<file path="src/rtl/msgtok_pkg.sv">
// Shared types and constants for the message catalog tokenizer.
package msgtok_pkg;

   typedef enum logic [2:0] {
      MODE_ERROR   = 3'd0,
      MODE_IDLE    = 3'd1,
      MODE_END     = 3'd2,
      MODE_COMMENT = 3'd3,
      MODE_ATOM    = 3'd4,
      MODE_STRING  = 3'd5,
      MODE_ESCAPE  = 3'd6
   } mode_type;

   typedef enum logic [2:0] {
      EV_CHAR   = 3'd0,
      EV_ATOM   = 3'd1,
      EV_STRING = 3'd2,
      EV_END    = 3'd3,
      EV_ERROR  = 3'd4
   } event_type;

   localparam int LINE_REPORT_BITS = 16;
   localparam int QUEUE_DEPTH      = 4;
   localparam int QUEUE_PTR_BITS   = $clog2(QUEUE_DEPTH);

   localparam logic [7:0] CH_NEWLINE   = 8'd10;
   localparam logic [7:0] CH_SPACE     = 8'd32;
   localparam logic [7:0] CH_HASH      = 8'd35;
   localparam logic [7:0] CH_QUOTE     = 8'd34;
   localparam logic [7:0] CH_BACKSLASH = 8'd92;
   localparam logic [7:0] CH_LOWER_N   = 8'd110;

   // One classified input item: its first result and whether an end event follows.
   typedef struct packed {
      event_type                     ev;
      logic [7:0]                    token_char;
      logic                          in_string;
      logic [LINE_REPORT_BITS-1:0]   line_number;
      logic                          two;
   } job_type;

endpackage

</file>
<file path="src/rtl/msgtok_front.sv">
// Front end: scan mode and line counter, classifies each byte into a job.
module msgtok_front #(
   parameter int LINE_COUNT_BITS = 16
) (
   input  logic               clock,
   input  logic               reset,
   input  logic               accept,
   input  logic [7:0]         text_byte,
   input  logic               end_of_input,
   output logic               job_push,
   output msgtok_pkg::job_type job
);
   import msgtok_pkg::*;

   mode_type                   mode_ff, mode_in;
   logic [LINE_COUNT_BITS-1:0] line_ff, line_in;
   logic [LINE_REPORT_BITS-1:0] line_report;
   logic                       consume, is_space, is_alpha, is_alnum, ctrl;
   logic                       emit;

   assign is_space = (text_byte == CH_SPACE) || (text_byte >= 8'd9 && text_byte <= 8'd13);
   assign is_alpha = (text_byte >= 8'd65 && text_byte <= 8'd90) ||
                     (text_byte >= 8'd97 && text_byte <= 8'd122);
   assign is_alnum = is_alpha || (text_byte >= 8'd48 && text_byte <= 8'd57);
   assign ctrl     = text_byte < CH_SPACE;
   assign consume  = (mode_ff != MODE_ERROR) && (mode_ff != MODE_END);

   always_comb begin
      line_in = line_ff;
      if (consume && !end_of_input && text_byte == CH_NEWLINE && !(&line_ff)) begin
         line_in = line_ff + 1'b1;
      end
   end

   if (LINE_COUNT_BITS > LINE_REPORT_BITS) begin : g_wide
      assign line_report = (|line_in[LINE_COUNT_BITS-1:LINE_REPORT_BITS]) ?
                           {LINE_REPORT_BITS{1'b1}} : line_in[LINE_REPORT_BITS-1:0];
   end else begin : g_narrow
      assign line_report = LINE_REPORT_BITS'(line_in);
   end

   always_comb begin
      mode_in        = mode_ff;
      emit           = 1'b0;
      job.ev         = EV_ERROR;
      job.token_char = 8'd0;
      job.in_string  = 1'b0;
      job.two        = 1'b0;
      job.line_number = line_report;
      unique case (mode_ff)
         MODE_END: begin
            emit = 1'b1;
            job.ev = EV_END;
         end
         MODE_IDLE: begin
            if (end_of_input) begin
               mode_in = MODE_END;
               emit = 1'b1;
               job.ev = EV_END;
            end else if (is_space || ctrl) begin
               mode_in = MODE_IDLE;
            end else if (text_byte == CH_HASH) begin
               mode_in = MODE_COMMENT;
            end else if (text_byte == CH_QUOTE) begin
               mode_in = MODE_STRING;
            end else if (!is_alpha) begin
               mode_in = MODE_ERROR;
               emit = 1'b1;
            end else begin
               mode_in = MODE_ATOM;
               emit = 1'b1;
               job.ev = EV_CHAR;
               job.token_char = text_byte;
            end
         end
         MODE_COMMENT: begin
            if (end_of_input) begin
               mode_in = MODE_END;
               emit = 1'b1;
               job.ev = EV_END;
            end else if (text_byte == CH_NEWLINE) begin
               mode_in = MODE_IDLE;
            end
         end
         MODE_ATOM: begin
            if (end_of_input) begin
               mode_in = MODE_END;
               emit = 1'b1;
               job.ev = EV_ATOM;
               job.two = 1'b1;
            end else if (is_space) begin
               mode_in = MODE_IDLE;
               emit = 1'b1;
               job.ev = EV_ATOM;
            end else if (is_alnum) begin
               emit = 1'b1;
               job.ev = EV_CHAR;
               job.token_char = text_byte;
            end else begin
               mode_in = MODE_ERROR;
               emit = 1'b1;
            end
         end
         MODE_STRING: begin
            if (end_of_input || ctrl) begin
               mode_in = MODE_ERROR;
               emit = 1'b1;
            end else if (text_byte == CH_QUOTE) begin
               mode_in = MODE_IDLE;
               emit = 1'b1;
               job.ev = EV_STRING;
            end else if (text_byte == CH_BACKSLASH) begin
               mode_in = MODE_ESCAPE;
            end else begin
               emit = 1'b1;
               job.ev = EV_CHAR;
               job.token_char = text_byte;
               job.in_string = 1'b1;
            end
         end
         MODE_ESCAPE: begin
            if (end_of_input || ctrl) begin
               mode_in = MODE_ERROR;
               emit = 1'b1;
            end else begin
               mode_in = MODE_STRING;
               emit = 1'b1;
               job.ev = EV_CHAR;
               job.token_char = (text_byte == CH_LOWER_N) ? CH_NEWLINE : text_byte;
               job.in_string = 1'b1;
            end
         end
         default: begin
            // Error mode is sticky, and any unused code falls into it.
            mode_in = MODE_ERROR;
            emit = 1'b1;
         end
      endcase
   end

   assign job_push = accept && emit;

   always_ff @(posedge clock) begin
      if (reset) begin
         mode_ff <= MODE_IDLE;
         line_ff <= '0;
      end else if (accept) begin
         mode_ff <= mode_in;
         line_ff <= line_in;
      end
   end

endmodule

</file>
<file path="src/rtl/msgtok_queue.sv">
// Short job queue between the front end and the result stage.
module msgtok_queue (
   input  logic               clock,
   input  logic               reset,
   input  logic               push,
   input  msgtok_pkg::job_type push_job,
   input  logic               pop,
   output logic               full,
   output logic               empty,
   output msgtok_pkg::job_type head_job
);
   import msgtok_pkg::*;

   job_type                   mem [QUEUE_DEPTH];
   logic [QUEUE_PTR_BITS-1:0] wr_ptr_ff, rd_ptr_ff;
   logic [QUEUE_PTR_BITS:0]   count_ff, count_in;
   logic                      do_push, do_pop;

   assign full     = count_ff == (QUEUE_PTR_BITS+1)'(QUEUE_DEPTH);
   assign empty    = count_ff == '0;
   assign do_push  = push && !full;
   assign do_pop   = pop && !empty;
   assign head_job = mem[rd_ptr_ff];

   always_comb begin
      count_in = count_ff;
      if (do_push && !do_pop) begin
         count_in = count_ff + 1'b1;
      end else if (do_pop && !do_push) begin
         count_in = count_ff - 1'b1;
      end
   end

   always_ff @(posedge clock) begin
      if (do_push) begin
         mem[wr_ptr_ff] <= push_job;
      end
   end

   always_ff @(posedge clock) begin
      if (reset) begin
         wr_ptr_ff <= '0;
         rd_ptr_ff <= '0;
         count_ff  <= '0;
      end else begin
         count_ff <= count_in;
         if (do_push) begin
            wr_ptr_ff <= wr_ptr_ff + 1'b1;
         end
         if (do_pop) begin
            rd_ptr_ff <= rd_ptr_ff + 1'b1;
         end
      end
   end

endmodule

</file>
<file path="src/rtl/msgtok_back.sv">
// Result stage: expands jobs into result items and holds them in an output register.
module msgtok_back (
   input  logic               clock,
   input  logic               reset,
   input  logic               job_empty,
   input  msgtok_pkg::job_type job,
   output logic               job_pop,
   input  logic               rsp_pop,
   output logic               rsp_empty,
   output logic [2:0]         rsp_event_res,
   output logic [7:0]         rsp_token_char,
   output logic               rsp_in_string,
   output logic [15:0]        rsp_line_number,
   output logic               rsp_last
);
   import msgtok_pkg::*;

   logic        valid_ff, valid_in;
   logic        phase_ff, phase_in;
   logic        load;
   event_type   ev_ff, ev_in;
   logic [7:0]  char_ff, char_in;
   logic        str_ff, str_in;
   logic [15:0] line_ff, line_in;
   logic        last_ff, last_in;

   assign load = !valid_ff || rsp_pop;

   always_comb begin
      valid_in = valid_ff;
      phase_in = phase_ff;
      job_pop  = 1'b0;
      ev_in    = ev_ff;
      char_in  = char_ff;
      str_in   = str_ff;
      line_in  = line_ff;
      last_in  = last_ff;
      if (load) begin
         valid_in = !job_empty;
         if (!job_empty) begin
            line_in = job.line_number;
            if (phase_ff) begin
               // Second result of an atom cut short by the end of input.
               ev_in    = EV_END;
               char_in  = 8'd0;
               str_in   = 1'b0;
               last_in  = 1'b1;
               phase_in = 1'b0;
               job_pop  = 1'b1;
            end else begin
               ev_in    = job.ev;
               char_in  = job.token_char;
               str_in   = job.in_string;
               last_in  = !job.two;
               phase_in = job.two;
               job_pop  = !job.two;
            end
         end
      end
   end

   always_ff @(posedge clock) begin
      ev_ff   <= ev_in;
      char_ff <= char_in;
      str_ff  <= str_in;
      line_ff <= line_in;
      last_ff <= last_in;
   end

   always_ff @(posedge clock) begin
      if (reset) begin
         valid_ff <= 1'b0;
         phase_ff <= 1'b0;
      end else begin
         valid_ff <= valid_in;
         phase_ff <= phase_in;
      end
   end

   assign rsp_empty       = !valid_ff;
   assign rsp_event_res   = ev_ff;
   assign rsp_token_char  = char_ff;
   assign rsp_in_string   = str_ff;
   assign rsp_line_number = line_ff;
   assign rsp_last        = last_ff;

endmodule

</file>
<file path="src/rtl/message_catalog_tokenizer.sv">
// Top level of the message catalog tokenizer.
//
//   channel   direction  handshake            payload
//   req_      in         req_push / req_full  text_byte, end_of_input
//   rsp_      out        rsp_pop / rsp_empty  event_res, token_char, in_string,
//                                             line_number, last
//
// One byte is accepted per cycle while req_full is low; the front end updates the
// scan mode and line counter in the accept cycle. Results pass through the job
// queue and output register, one per cycle while rsp_pop is high; an atom cut
// short by the end of input gives two. Reset clears the mode, counter, queue and
// output register. req_full rises only when the four-entry job queue fills.
module message_catalog_tokenizer #(
   parameter int LINE_COUNT_BITS = 16
) (
   input  logic        clock,
   input  logic        reset,
   input  logic        req_push,
   output logic        req_full,
   input  logic [7:0]  req_text_byte,
   input  logic        req_end_of_input,
   output logic        rsp_empty,
   input  logic        rsp_pop,
   output logic [2:0]  rsp_event_res,
   output logic [7:0]  rsp_token_char,
   output logic        rsp_in_string,
   output logic [15:0] rsp_line_number,
   output logic        rsp_last
);
   import msgtok_pkg::*;

   logic    accept, job_push, job_pop, q_full, q_empty;
   job_type new_job, head_job;

   assign accept   = req_push && !q_full;
   assign req_full = q_full;

   msgtok_front #(
      .LINE_COUNT_BITS(LINE_COUNT_BITS)
   ) u_front (
      .clock       (clock),
      .reset       (reset),
      .accept      (accept),
      .text_byte   (req_text_byte),
      .end_of_input(req_end_of_input),
      .job_push    (job_push),
      .job         (new_job)
   );

   msgtok_queue u_queue (
      .clock   (clock),
      .reset   (reset),
      .push    (job_push),
      .push_job(new_job),
      .pop     (job_pop),
      .full    (q_full),
      .empty   (q_empty),
      .head_job(head_job)
   );

   msgtok_back u_back (
      .clock          (clock),
      .reset          (reset),
      .job_empty      (q_empty),
      .job            (head_job),
      .job_pop        (job_pop),
      .rsp_pop        (rsp_pop),
      .rsp_empty      (rsp_empty),
      .rsp_event_res  (rsp_event_res),
      .rsp_token_char (rsp_token_char),
      .rsp_in_string  (rsp_in_string),
      .rsp_line_number(rsp_line_number),
      .rsp_last       (rsp_last)
   );

endmodule

</file>
<file path="config.mk">
export PLATFORM = sky130hd
export DESIGN_NAME = message_catalog_tokenizer
export DESIGN_NICKNAME = d
export VERILOG_FILES = /design/src/rtl/msgtok_pkg.sv /design/src/rtl/msgtok_front.sv /design/src/rtl/msgtok_queue.sv /design/src/rtl/msgtok_back.sv /design/src/rtl/message_catalog_tokenizer.sv
export SDC_FILE = /design/constraint.sdc
export NUM_CORES = 1
export LEC_CHECK = 0
export BUFFER_PORTS_ARGS = -buffer_cell sky130_fd_sc_hd__buf_4
export CORE_MARGIN = 3
export CORE_UTILIZATION = 35
export CTS_CLUSTER_DIAMETER = 100
export DETAILED_ROUTE_END_ITERATION = 6
export PLACE_DENSITY = 0.53
export SYNTH_ARGS = -nofsm -noshare
export SYNTH_HDL_FRONTEND = slang
export SYNTH_HIERARCHICAL = 1
export SYNTH_SLANG_ARGS = --single-unit
</file>
<file path="constraint.sdc">
create_clock -name clock -period 5.46 [get_ports clock]
set_input_delay 1.092 -clock clock [delete_from_list [all_inputs] [get_ports clock]]
set_output_delay 1.092 -clock clock [all_outputs]
set_load 0.005 [all_outputs]
</file>
==> tab_implementation.tex <==
\begin{tabular}{lr}
\hline
Metric & Value \\
\hline
\multicolumn{2}{l}{\textbf{STA}} \\
\quad Final-report setup violation count & 0 \\
\quad Highest Clock Rate & 0.2781 GHz \\
\quad Final worst path period need & 3.596 ns \\
\quad Total Negative Setup Slacks & 0 ns \\
\quad Remaining max-slew budget at the tightest pin & 40.55\% \\
\quad Worst Skew & 0.007299 ns \\
\quad RSZ-0062 raised after global routing & no \\
\quad Final Hold Violating Endpoints & 0 \\
\quad Max-slew violation total from the final report & 0 \\
\quad Final clock period utilization by the worst path & 65.87\% \\
\quad Transition at the pin with the smallest max-transition slack & 0.8917 ns \\
\multicolumn{2}{l}{\textbf{Clocking}} \\
\quad TritonCTS buffer count & 17 \\
\quad Worst-Skew Late Latency & 0.42 ns \\
\quad Buffer count from post-CTS setup fixing & 0 \\
\quad Clk root buf & sky130\_fd\_sc\_hd\_\_clkbuf\_16 \\
\quad PostCTS Resize Cnt & 0 \\
\quad TritonCTS clock tree & yes \\
\quad Number of sinks on the clock net & 175 \\
\quad Quantity of hold-fixing buffers added after cts & 0 \\
\quad Total number of H-tree levels & 4 \\
\quad Post-CTS clock slew at the launch and capture registers of the worst setup and hold paths & 0.06 ns \\
\quad Maximum clock insertion buffer count & 2 \\
\multicolumn{2}{l}{\textbf{Worst setup path}} \\
\quad Data required time at the worst endpoint & 5.81 ns \\
\quad Worst Setup End Kind & flip-flop \\
\quad Setup slack on the worst flop-to-flop path & 2.30 ns \\
\quad Worst EP arrival & 3.94 ns \\
\quad Reg2reg path depth & 12 \\
\quad Worst r2r dst & u\_queue/count\_ff[2] \\
\quad Startpoint-to-endpoint class of the critical path & in -> reg \\
\quad Highest fanout seen on the critical path & 8 \\
\quad Worst flop-to-flop path startpoint & u\_front/mode\_ff[1] \\
\quad Kind of launch point of the worst setup path & input port \\
\multicolumn{2}{l}{\textbf{Die}} \\
\quad Core Rows & 52 \\
\quad Number of ports placed on the die boundary & 44 \\
\quad Horizontal die dimension & 152.3 µm \\
\quad Core ar. & 20620 µm² \\
\quad Initial core utilization & 36.34\% \\
\quad Die height & 152.3 µm \\
\quad Die area & 23210 µm² \\
\multicolumn{2}{l}{\textbf{Yosys}} \\
\quad Ys Warns & 6 \\
\quad Share of async-settable or async-resettable flops after synthesis & 0\% \\
\quad Cell Area, Synth & 7496 µm² \\
\quad Count of mapped cells out of synthesis & 496 \\
\quad Total of flip-flops plus latches after synthesis & 175 \\
\quad Most instantiated flip-flop cell in the synthesis netlist & sky130\_fd\_sc\_hd\_\_edfxtp\_1 \\
\quad Distinct cell type count of the synthesized netlist & 69 \\
\quad Count of flip-flops with a built-in enable after synthesis & 145 \\
\quad Mean instance size in the synthesized netlist & 15.11 µm² \\
\quad Share of the yosys chip area belonging to registers & 66.10\% \\
\quad Syn nets & 516 \\
\multicolumn{2}{l}{\textbf{Global route}} \\
\quad Wire length of the first global-routing pass & 24.98 mm \\
\quad Maximum number of pins on one net before global-route repair & 32 \\
\quad GRT Residual Overflow & 0 \\
\quad Number of antenna violations at the first check in global routing & 1 \\
\quad Number of global-route vias before repair & 4353 \\
\quad GRT Resource Usage Total & 13.95\% \\
\multicolumn{2}{l}{\textbf{Placement}} \\
\quad Global placer's final weighted congestion & 0.8395 \\
\quad Number of buffers inserted by port buffering & 43 \\
\quad HPWL after DPL & 10.06 mm \\
\multicolumn{2}{l}{\textbf{Routing}} \\
\quad Number of vias in the routed layout & 4258 \\
\quad Antenna Nets Post-Route & 0 \\
\quad Router iterations before antenna repair & 4 \\
\quad Total wire length after detailed routing & 15.78 mm \\
\quad Number of vias per cell & 5.174 \\
\quad Routed length per instance & 19.18 µm \\
\quad DRC Markers & 0 \\
\quad Number of DRC violations after detailed-routing iteration 0 & 276 \\
\multicolumn{2}{l}{\textbf{Hold path}} \\
\quad Launch point of the worst hold path & u\_front/line\_ff[1] \\
\quad Class of the tightest hold or removal check & reg -> reg \\
\quad Number of stages on the worst hold path & 2 \\
\quad Hold endpoint & u\_front/line\_ff[1] \\
\multicolumn{2}{l}{\textbf{Finish}} \\
\quad Diodes inserted & 0 \\
\quad Fraction of final layout cells sized beyond drive strength 1 & 24.05\% \\
\quad Layout Nets & 560 \\
\quad Most common cell after layout, fill and taps aside & sky130\_fd\_sc\_hd\_\_edfxtp\_1 \\
\quad Commonest non-fill, non-tap cells in the layout & sky130\_fd\_sc\_hd\_\_edfxtp\_1 (145), sky130\_fd\_sc\_hd\_\_buf\_4 (45), sky130\_fd\_sc\_hd\_\_nor2\_1 (32) \\
\quad Area growth from synthesis to final layout & 15.54\% \\
\quad Post-route core utilization & 41.99\% \\
\quad Fill cells & 1842 \\
\multicolumn{2}{l}{\textbf{Power}} \\
\quad Part of the power in registers & 47.6\% \\
\quad Internal & 2.938 mW \\
\quad Cell leakage power & 2.898 nW \\
\quad Clock power share & 29.5\% \\
\quad Net switching power & 1.104 mW \\
\quad Pwr dens & 466.7 nW/µm² \\
\quad Peak supply drop & 241.8 µV \\
\quad Share of total power consumed by net switching & 27.31\% \\
\quad Combinational share of power & 22.9\% \\
\multicolumn{2}{l}{\textbf{Job}} \\
\quad Max cap viols & 0 \\
\multicolumn{2}{l}{\textbf{Status}} \\
\quad Result of the run & completed \\
\hline
\end{tabular}
[flip-flops by register name, summed over array words and instances, names as in the netlist, 3 cells and up, named ones only]
| register | cells |
|---|---|
| u_back/rsp_event_res | 3 |
| u_back/rsp_line_number | 16 |
| u_back/rsp_token_char | 8 |
| u_front/line_ff | 16 |
| u_front/mode_ff | 3 |
| u_queue/count_ff | 3 |
| u_queue/mem | 116 |
[per-stage QoR]
stage | std cells | hold slack, ns | area (µm²) | setup WS (ns) | power (mW)
2_1_floorplan | 496 | 0.4593 | 7496 | 1.637 | 2.504
3_3_place_gp | 791 | 0.4720 | 8078 | 1.505 | 2.899
3_5_place_dp | 791 | 0.4877 | 8078 | 1.450 | 2.909
4_1_cts | 823 | 0.4971 | 8661 | 1.910 | 4.117
5_1_grt | 823 | 0.5407 | 8661 | 1.590 | 4.261
6_report | 823 | 0.5029 | 8661 | 1.864 | 4.042
[critical path, cell delays in order]
cell and delay (ns):
sky130_fd_sc_hd__buf_4 0.13, sky130_fd_sc_hd__nor3_1 0.53, sky130_fd_sc_hd__nor3_1 0.21, sky130_fd_sc_hd__nand2_1 0.11, sky130_fd_sc_hd__o311a_1 0.18, sky130_fd_sc_hd__inv_1 0.06, sky130_fd_sc_hd__nor2_1 0.30, sky130_fd_sc_hd__ha_1 0.26
sky130_fd_sc_hd__inv_1 0.07, sky130_fd_sc_hd__fa_1 0.37, sky130_fd_sc_hd__xor2_1 0.16, sky130_fd_sc_hd__or3_1 0.31, sky130_fd_sc_hd__a21oi_1 0.14
[logic make-up after synthesis]
logic type | share of synthesized area (%)
AND/OR/NAND/NOR | 12.74
flip-flops | 66.10
XOR/XNOR | 3.505
buffers and inverters | 2.003
multiplexers | 9.180
AO/OA/AOI/OAI | 5.208
adder cells (fa/ha/maj) | 1.269
[power groups by stage]
stage / clock [mW] / sequential, mW / combinational, mW
detailed placement: 0 / 1.96 / 0.953
finish: 1.19 / 1.92 / 0.926
CTS: 1.23 / 1.93 / 0.960
global route: 1.29 / 1.96 / 1.02
floorplan: 0 / 1.92 / 0.588
global placement: 0 / 1.95 / 0.954
[worst max path at each step]
stage                               end  slack (ns)  cells past startpoint              from
finish              u_queue/count_ff[2]        1.86                     13  req_text_byte[5]
global route        u_queue/count_ff[2]        1.59                     13  req_text_byte[5]
CTS                 u_queue/count_ff[2]        1.91                     13  req_text_byte[5]
detailed placement  u_queue/count_ff[2]        1.45                     13  req_text_byte[5]
global placement    u_queue/count_ff[2]        1.51                     13  req_text_byte[5]
floorplan           u_queue/count_ff[2]        1.64                     10           rsp_pop
[layer usage]
metal | wire length (µm) | vias to the layer above | global-route usage, %
li1 | - | 1995 | -
met1 | 7293 | 2160 | 18.94
met2 | 7820 | 91 | 22.86
met3 | 481 | 12 | 2.556
met4 | 188 | 0 | 4.495
met5 | 0 | - | 0
[synthesized netlist by cell type, types with 2 or more instances]
cell | instances | area, µm²
sky130_fd_sc_hd__buf_2 | 5 | 25.02
sky130_fd_sc_hd__clkbuf_1 | 12 | 45.04
sky130_fd_sc_hd__nor4_1 | 4 | 25.02
sky130_fd_sc_hd__and2_1 | 6 | 37.54
sky130_fd_sc_hd__nor2b_1 | 16 | 100.1
sky130_fd_sc_hd__nand3_1 | 11 | 55.05
sky130_fd_sc_hd__a21oi_1 | 19 | 95.09
sky130_fd_sc_hd__o22ai_1 | 2 | 12.51
sky130_fd_sc_hd__o211a_1 | 2 | 20.02
sky130_fd_sc_hd__mux4_2 | 28 | 630.6
sky130_fd_sc_hd__mux2i_1 | 2 | 20.02
sky130_fd_sc_hd__and3_1 | 5 | 31.28
sky130_fd_sc_hd__nand2_1 | 22 | 82.58
sky130_fd_sc_hd__dfxtp_1 | 30 | 600.6
sky130_fd_sc_hd__inv_1 | 11 | 41.29
sky130_fd_sc_hd__nand4b_1 | 2 | 17.52
sky130_fd_sc_hd__edfxtp_1 | 145 | 4354
sky130_fd_sc_hd__xnor2_1 | 11 | 96.34
sky130_fd_sc_hd__xor2_1 | 19 | 166.4
sky130_fd_sc_hd__a211o_2 | 2 | 20.02
sky130_fd_sc_hd__and2b_2 | 3 | 26.28
sky130_fd_sc_hd__o21ai_0 | 13 | 65.06
sky130_fd_sc_hd__nand4_1 | 9 | 56.30
sky130_fd_sc_hd__or2_2 | 3 | 18.77
sky130_fd_sc_hd__nand2b_1 | 8 | 50.05
sky130_fd_sc_hd__or4_1 | 2 | 15.01
sky130_fd_sc_hd__nor3_1 | 13 | 65.06
sky130_fd_sc_hd__ha_1 | 6 | 75.07
sky130_fd_sc_hd__nor4b_1 | 2 | 17.52
sky130_fd_sc_hd__nor2_1 | 33 | 123.9
sky130_fd_sc_hd__nor2b_4 | 2 | 27.53
sky130_fd_sc_hd__or3_1 | 11 | 68.82
[final cells by class]
| type | count | area [µm²] | share of cell area, % |
|---|---|---|---|
| Timing Repair Buffer | 45 | 337.8 | 3.901 |
| Inverter | 11 | 41.29 | 0.4767 |
| Multi-Input combinational cell | 290 | 2404 | 27.75 |
| Clock buffer | 17 | 425.4 | 4.912 |
| Tap cell | 270 | 337.8 | 3.901 |
| Clock inverter | 15 | 157.7 | 1.820 |
| Sequential cell | 175 | 4957 | 57.24 |
Power figures use the tool's default switching activity.
